$ cat src/tcq_pkg.sv
// tcq_pkg: shared types and constants for the two-class oldest-first queue
// opcodes, status codes, transfer structs and the per-class memory entry
// no dependencies
`default_nettype none

package tcq_pkg;

  localparam int KEY_W            = 32;
  localparam int STAMP_W          = 16;
  localparam int DEFAULT_CAPACITY = 16;

  // opcodes
  localparam logic [1:0] OP_ENQ     = 2'd0;
  localparam logic [1:0] OP_DEQ_ANY = 2'd1;
  localparam logic [1:0] OP_DEQ_EVN = 2'd2;
  localparam logic [1:0] OP_DEQ_ODD = 2'd3;

  // status codes
  localparam logic [1:0] ST_DONE  = 2'd0;
  localparam logic [1:0] ST_EMPTY = 2'd1;
  localparam logic [1:0] ST_FULL  = 2'd2;

  typedef struct packed {
    logic [1:0]              opcode;
    logic signed [KEY_W-1:0] key_value;
  } tcq_cmd_t;

  typedef struct packed {
    logic signed [KEY_W-1:0] key_out;
    logic [1:0]              status;
  } tcq_result_t;

  typedef struct packed {
    logic [KEY_W-1:0]   key;
    logic [STAMP_W-1:0] stamp;
  } tcq_entry_t;

  typedef struct packed {
    logic push;
    logic pop;
  } tcq_fifo_ctl_t;

  typedef struct packed {
    logic empty;
    logic full;
  } tcq_fifo_stat_t;

endpackage

`default_nettype wire

$ cat src/two_class_oldest_first_queue.sv
// two_class_oldest_first_queue: top level, command sequencer, arbitration, result register
// instantiates one tcq_class_fifo per class; depends on tcq_pkg
// a command is latched at transfer; its result and done are registered at the end of exec
// a new command is taken only after exec has ended, as the registered head read of both
//   class memories must land before the dequeue decision and write-back
// reset: pointers, fill counts, arrival counter and sequencer cleared; memories not
//   cleared and need no clearing pass; the receiver cannot stall, done lasts one cycle
`default_nettype none

module two_class_oldest_first_queue #(
  parameter int CAPACITY = tcq_pkg::DEFAULT_CAPACITY
) (
  input  wire                  clk,
  input  wire                  rst,
  input  wire                  start,
  output logic                 busy,
  input  tcq_pkg::tcq_cmd_t    cmd,
  output logic                 done,
  output tcq_pkg::tcq_result_t result
);

  // sequencer states: idle waits for a command, exec decides and writes back
  localparam logic S_IDLE = 1'b0;
  localparam logic S_EXEC = 1'b1;

  logic state;
  logic state_next;

  // latched command
  logic [1:0]                       opcode;
  logic [tcq_pkg::KEY_W-1:0]        key;

  // arrival stamp for the next enqueue, wraps modulo 2^STAMP_W
  logic [tcq_pkg::STAMP_W-1:0]      arrival;

  tcq_pkg::tcq_fifo_ctl_t  ev_ctl, od_ctl;
  tcq_pkg::tcq_fifo_stat_t ev_stat, od_stat;
  tcq_pkg::tcq_entry_t     ev_head, od_head, wr_entry;

  logic                    accept;
  logic                    exec;
  logic                    even_older;
  logic [tcq_pkg::STAMP_W-1:0] stamp_diff;
  logic                    take_even, take_odd;
  logic                    push_even, push_odd;
  tcq_pkg::tcq_result_t    result_next;

  assign accept = start && !busy;
  assign busy   = (state == S_EXEC);
  assign exec   = (state == S_EXEC);

  always_comb begin
    state_next = state;
    unique case (state)
      S_IDLE: begin
        if (start) state_next = S_EXEC;
      end
      S_EXEC: begin
        state_next = S_IDLE;
      end
      default: state_next = S_IDLE;
    endcase
  end

  always_ff @(posedge clk) begin
    if (rst) begin
      state   <= S_IDLE;
      arrival <= '0;
      done    <= 1'b0;
    end else begin
      state <= state_next;
      done  <= exec;
      if (push_even || push_odd) arrival <= arrival + 1'b1;
    end
  end

  // command payload, no reset needed
  always_ff @(posedge clk) begin
    if (accept) begin
      opcode <= cmd.opcode;
      key    <= cmd.key_value;
    end
  end

  // heads are compared on stamp difference read as signed, so wrap is harmless
  assign stamp_diff = od_head.stamp - ev_head.stamp;
  assign even_older = !stamp_diff[tcq_pkg::STAMP_W-1];

  always_comb begin
    take_even   = 1'b0;
    take_odd    = 1'b0;
    push_even   = 1'b0;
    push_odd    = 1'b0;
    result_next = '0;
    unique case (opcode)
      tcq_pkg::OP_ENQ: begin
        if (key[0]) begin
          push_odd = exec && !od_stat.full;
          if (od_stat.full) result_next.status = tcq_pkg::ST_FULL;
        end else begin
          push_even = exec && !ev_stat.full;
          if (ev_stat.full) result_next.status = tcq_pkg::ST_FULL;
        end
      end
      tcq_pkg::OP_DEQ_EVN: begin
        take_even = !ev_stat.empty;
      end
      tcq_pkg::OP_DEQ_ODD: begin
        take_odd = !od_stat.empty;
      end
      tcq_pkg::OP_DEQ_ANY: begin
        // oldest of the two heads; a lone nonempty class wins outright
        take_even = !ev_stat.empty && (od_stat.empty || even_older);
        take_odd  = !od_stat.empty && (ev_stat.empty || !even_older);
      end
      default: ;
    endcase
    if (opcode != tcq_pkg::OP_ENQ) begin
      if (take_even) begin
        result_next.key_out = ev_head.key;
      end else if (take_odd) begin
        result_next.key_out = od_head.key;
      end else begin
        result_next.status = tcq_pkg::ST_EMPTY;
      end
    end
  end

  always_ff @(posedge clk) begin
    if (exec) result <= result_next;
  end

  // memory write-back and pointer updates land at the end of exec
  assign wr_entry.key   = key;
  assign wr_entry.stamp = arrival;
  assign ev_ctl.push    = push_even;
  assign ev_ctl.pop     = exec && take_even;
  assign od_ctl.push    = push_odd;
  assign od_ctl.pop     = exec && take_odd;

  tcq_class_fifo #(.CAPACITY(CAPACITY)) u_even (
    .clk      (clk),
    .rst      (rst),
    .ctl      (ev_ctl),
    .wr_entry (wr_entry),
    .head     (ev_head),
    .stat     (ev_stat)
  );

  tcq_class_fifo #(.CAPACITY(CAPACITY)) u_odd (
    .clk      (clk),
    .rst      (rst),
    .ctl      (od_ctl),
    .wr_entry (wr_entry),
    .head     (od_head),
    .stat     (od_stat)
  );

  a_one_action: assert property (@(posedge clk) disable iff (rst)
    $onehot0({ev_ctl.push, ev_ctl.pop, od_ctl.push, od_ctl.pop}))
    else $error("more than one queue action in a cycle");

  a_exec_one_cycle: assert property (@(posedge clk) disable iff (rst)
    accept |=> busy ##1 !busy)
    else $error("exec phase not exactly one cycle");

  a_done_follows_exec: assert property (@(posedge clk) disable iff (rst)
    exec |=> done)
    else $error("missing result strobe after exec");

  a_fail_zero_key: assert property (@(posedge clk) disable iff (rst)
    done && result.status != tcq_pkg::ST_DONE |-> result.key_out == '0)
    else $error("nonzero key on a refused command");

endmodule

`default_nettype wire

$ cat src/tcq_class_fifo.sv
// tcq_class_fifo: one class queue, keys and arrival stamps in a synchronous memory
// read and write pointers, fill count, head entry read registered every cycle
// depends on tcq_pkg
`default_nettype none

module tcq_class_fifo #(
  parameter int CAPACITY = tcq_pkg::DEFAULT_CAPACITY
) (
  input  wire                    clk,
  input  wire                    rst,
  input  tcq_pkg::tcq_fifo_ctl_t ctl,
  input  tcq_pkg::tcq_entry_t    wr_entry,
  output tcq_pkg::tcq_entry_t    head,
  output tcq_pkg::tcq_fifo_stat_t stat
);

  localparam int PTR_W = (CAPACITY > 1) ? $clog2(CAPACITY) : 1;
  localparam int CNT_W = $clog2(CAPACITY + 1);

  tcq_pkg::tcq_entry_t mem [CAPACITY];

  logic [PTR_W-1:0] rd_ptr;
  logic [PTR_W-1:0] wr_ptr;
  logic [CNT_W-1:0] count;

  // memory port: one write, one registered read of the head slot
  always_ff @(posedge clk) begin
    if (ctl.push) begin
      mem[wr_ptr] <= wr_entry;
    end
    head <= mem[rd_ptr];
  end

  always_ff @(posedge clk) begin
    if (rst) begin
      rd_ptr <= '0;
      wr_ptr <= '0;
      count  <= '0;
    end else begin
      if (ctl.push) begin
        wr_ptr <= (wr_ptr == PTR_W'(CAPACITY - 1)) ? '0 : wr_ptr + 1'b1;
        count  <= count + 1'b1;
      end else if (ctl.pop) begin
        rd_ptr <= (rd_ptr == PTR_W'(CAPACITY - 1)) ? '0 : rd_ptr + 1'b1;
        count  <= count - 1'b1;
      end
    end
  end

  assign stat.empty = (count == '0);
  assign stat.full  = (count == CNT_W'(CAPACITY));

  a_no_push_pop: assert property (@(posedge clk) disable iff (rst)
    !(ctl.push && ctl.pop))
    else $error("push and pop in the same cycle");

  a_no_overflow: assert property (@(posedge clk) disable iff (rst)
    ctl.push |-> !stat.full)
    else $error("push into a full class queue");

  a_no_underflow: assert property (@(posedge clk) disable iff (rst)
    ctl.pop |-> !stat.empty)
    else $error("pop from an empty class queue");

  a_count_bound: assert property (@(posedge clk) disable iff (rst)
    count <= CNT_W'(CAPACITY))
    else $error("fill count beyond capacity");

endmodule

`default_nettype wire

$ cat config.mk
export PLATFORM = sky130hd
export DESIGN_NAME = two_class_oldest_first_queue
export DESIGN_NICKNAME = d
export VERILOG_FILES = /design/src/tcq_pkg.sv /design/src/two_class_oldest_first_queue.sv /design/src/tcq_class_fifo.sv
export SDC_FILE = /design/constraint.sdc
export NUM_CORES = 2
export LEC_CHECK = 0
export ABC_AREA = 1
export BUFFER_PORTS_ARGS = -buffer_cell sky130_fd_sc_hd__buf_2
export CAP_MARGIN = 15
export CORE_UTILIZATION = 40
export CTS_CLUSTER_SIZE = 12
export DETAILED_ROUTE_END_ITERATION = 10
export HOLD_SLACK_MARGIN = 0.02
export PLACE_DENSITY_LB_ADDON = 0.25
export SETUP_SLACK_MARGIN = 0.2
export SYNTH_ARGS = -nofsm -noshare
export SYNTH_HDL_FRONTEND = slang
export SYNTH_SLANG_ARGS = --single-unit
$ cat constraint.sdc
create_clock -name clk -period 5.6 [get_ports clk]
set_input_delay 1.4 -clock clk [delete_from_list [all_inputs] [get_ports clk]]
set_output_delay 1.4 -clock clk [all_outputs]
set_load 0.02 [all_outputs]
==> impl_metrics.json <==
{
  "run_status": "finished with violations",
  "failing_checks": "DRC",
  "post_cts_hold_buffer_count": 0,
  "skew_ns": 0.0280,
  "netlist.top_cell.by_area": "edfxtp_1",
  "synthesis.area_per_instance_um2": 13.7,
  "fin_nets": 4990,
  "grt_first_pass_wirelength_um": 266000,
  "drt-pass1-iter-count": 10,
  "grt_max_degree": 177,
  "syn_inst": 4870,
  "yosysTopAreaCellShare_pct": 72.5,
  "worstRegToRegCells": 10,
  "fin_setup_tns_ns": 0,
  "startpoint_of_the_lowest_slack_hold_path": "u_odd.rd_ptr[3]",
  "min-delay-path-class": "reg2reg",
  "groute.usage.overall_pct": 21.3,
  "cp_slowest_cell": "nor2_4",
  "rows": 149,
  "groute.layer.met1.usage_pct": 30.7,
  "critical-path-max-stage-delay_ns": 0.62,
  "fraction_of_layout_cells_with_a_size_suffix_above_1_pct": 10.5,
  "ys_seq_elements": 1744,
  "vias_per_cell": 5.65,
  "grt_pass1_vias": 39500,
  "design.die.area_mm2": 0.168,
  "cap_viol_max_count": 0,
  "initialDrtViolationCount": 4475,
  "cts-htree-levels": 4,
  "synthTopCellsByArea": "edfxtp_1, o21ai_0, nor2_1",
  "global_route.usage.met2_pct": 32.8,
  "post-route-drc-count": 42,
  "maxSlewViolCount": 0,
  "critical_path.reg2reg.startpoint": "opcode[0]",
  "die_height_um": 410,
  "drtAntennaViolNets": 0,
  "mappedNetlistArea_mm2": 0.0665,
  "worstHoldEndpoint": "u_odd.rd_ptr[3]",
  "detail_route.wirelength_um": 180000,
  "critical_path.startpoint_type": "flip-flop",
  "clk_path_buf_depth": 3,
  "initial_core_util_pct": 40.3,
  "route.detailed.wl_per_inst_um": 24.8,
  "most-common-layout-cells": "edfxtp_1, nor2_1, o21ai_0",
  "power-per-cell-area_mw_per_mm2": 352,
  "core_area_mm2": 0.165,
  "p_leak_nw": 24.6,
  "clock_sinks": 1744,
  "rsz0062_at_grt": "false",
  "place_area_mm2": 0.0697,
  "peakVddDrop_mv": 0.240,
  "yosysWarningCount": 0,
  "hpwl_um": 97700,
  "cts.repair.resized": 0,
  "multi_input_comb_area_mm2": 0.0141,
  "detailroute.via_count": 41000,
  "critPathCaptureType": "flip-flop",
  "worst_r2r_endpoint": "u_odd.mem[5][31]",
  "finalInstanceArea_mm2": 0.0754,
  "antenna_found_initial": 7,
  "clk_transition_reported_paths_ns": 0.06,
  "synth_fp_nets": 4944,
  "synth.lib_cells_used.distinct": 37,
  "post_cts_buffers": 0,
  "boundaryPins": 73,
  "path_buf_inv": 4,
  "die_x_um": 410,
  "final-seq-area_mm2": 0.0510,
  "clk_root_buffer_cell": "clkbuf_16",
  "seq_area_frac_synth_pct": 76.7,
  "max_slew.worst_pin.slew_ns": 1.12,
  "tritoncts": "yes",
  "holdPathStages": 2,
  "totalPowerFinal_mw": 26.5,
  "n_fill_cell": 14400,
  "reg2reg_slack_ns": 1.74,
  "path_class": "reg2reg",
  "syn_to_final_growth_pct": 13.4,
  "timing.critical_path.fanout_max": 35,
  "grt_util_met3_pct": 3.56,
  "worstPathCellList": "inv_1 > ha_2 > buf_4 > nand2_1 > nor2_1 > nand2_2 > inv_1 > nand2_1 > nor2_4 > buf_4",
  "worst-endpoint-arrival_ns": 4.29,
  "fin_hold_ws_ns": 0.496,
  "cts_bufs_inserted": 184,
  "gr-max-usage-layer": "met2",
  "report.final.setup_viol": 0,
  "hold_vio_cnt_final": 0,
  "gpl.final_weighted_congestion": 0.798,
  "worst_path_dominant_cell_family": "simple AND/OR/NAND/NOR gates",
  "clock.fmax_mhz": 259,
  "placement.io_buffers": 72,
  "layout.cells.most_common": "edfxtp_1",
  "grt-ovfl-total": 0,
  "clk-insertion-delay-late_ns": 0.81,
  "final_min_period_over_clock_period_pct": 69.0,
  "max-slew-margin-rel_pct": 25.4,
  "min_period_ns": 3.86,
  "cp.required_ns": 6.02
}
==> worst register-to-register path, delay by kind of cell, from the launching register on <==
kind          cells  cell delay, ns
flops             1            0.42
fa+ha+maj         1            0.19
simple gates      5            1.46
buf+inv           4            1.37
==> layer usage <==
layer | vias up | share of wire [%]
met5 | - | 0
met4 | 0 | 2.8
met3 | 237 | 6.9
met2 | 1497 | 46
met1 | 20800 | 44
li1 | 18400 | -
==> power breakdown <==
part           leakage, nW  internal (mW)  switching (mW)
clock                 2.78           6.64            4.92
combinational         6.02          0.165           0.522
sequential            15.8           14.2          0.0521
==> cell families (layout without fill, tap and decap cells) <==
family          Yosys count  after routing  synth area share (%)
simple gates           1386           1386                  8.43
flops                  1744           1744                  76.7
compound gates         1280           1280                  11.5
buf+inv                 407            608                  2.46
other cells               0              1                     0
xor+xnor                 16             16                 0.211
fa+ha+maj                37             37                 0.719
==> sequential cells by signal (all words and copies together), names as in the netlist, 16 cells and up <==
name and cells:
u_even.mem 768, u_odd.mem 768, u_even.head 48, u_odd.head 48
result 34, key 32, arrival 16
==> cells in the mapped netlist <==
master / number
nand2_1: 285
a21oi_1: 58
buf_6: 3
buf_2: 50
dfxtp_1: 140
nand2_2: 13
nand4_2: 2
a21boi_0: 1
ha_1: 35
inv_2: 3
nand3b_1: 4
nand2_4: 2
xnor2_1: 6
clkbuf_1: 259
nor4_2: 1
o21ai_0: 779
edfxtp_1: 1604
o221ai_1: 242
buf_4: 5
fa_1: 2
or2_2: 2
nor2_2: 1
o22ai_1: 142
o21a_1: 2
nor3_1: 12
xor2_1: 10
nand4_1: 5
nor4_1: 4
buf_1: 15
nor2_1: 847
clkinv_4: 1
clkinv_1: 2
nand3_2: 1
a21oi_2: 10
o211ai_1: 46
nand3_1: 207
inv_1: 69
==> final cells by class <==
cell class	count	area share, %
flip-flops and latches	1744	67.6
well taps	2189	3.63
diodes	1	0.00332
repair buffers	192	2.00
inverters	75	0.420
multi-input cells	2719	18.7
clock buffers	277	6.96
clock inverters	64	0.604
==> through the flow <==
stage          cells  util (%)  setup WS (ns)
2_1_floorplan   4870         -           1.09
3_3_place_gp    6919      42.2           1.78
3_5_place_dp    6919      42.2           1.75
4_1_cts         7260      45.7           1.73
5_1_grt         7260      45.7           1.51
6_report        7261      45.7           1.74
==> worst max path at each step <==
| stage | from | end | cells past startpoint |
|---|---|---|---|
| after floorplan | busy | u_even.mem[11][0] | 5 |
| after global placement | opcode[0] | u_odd.mem[5][6] | 10 |
| after detailed placement | opcode[0] | u_odd.mem[5][24] | 10 |
| after CTS | opcode[0] | u_odd.mem[5][31] | 10 |
| after global routing | opcode[1] | u_odd.mem[5][31] | 10 |
| final | opcode[0] | u_odd.mem[5][31] | 10 |
No activity file was read; power rests on OpenSTA's default activity.
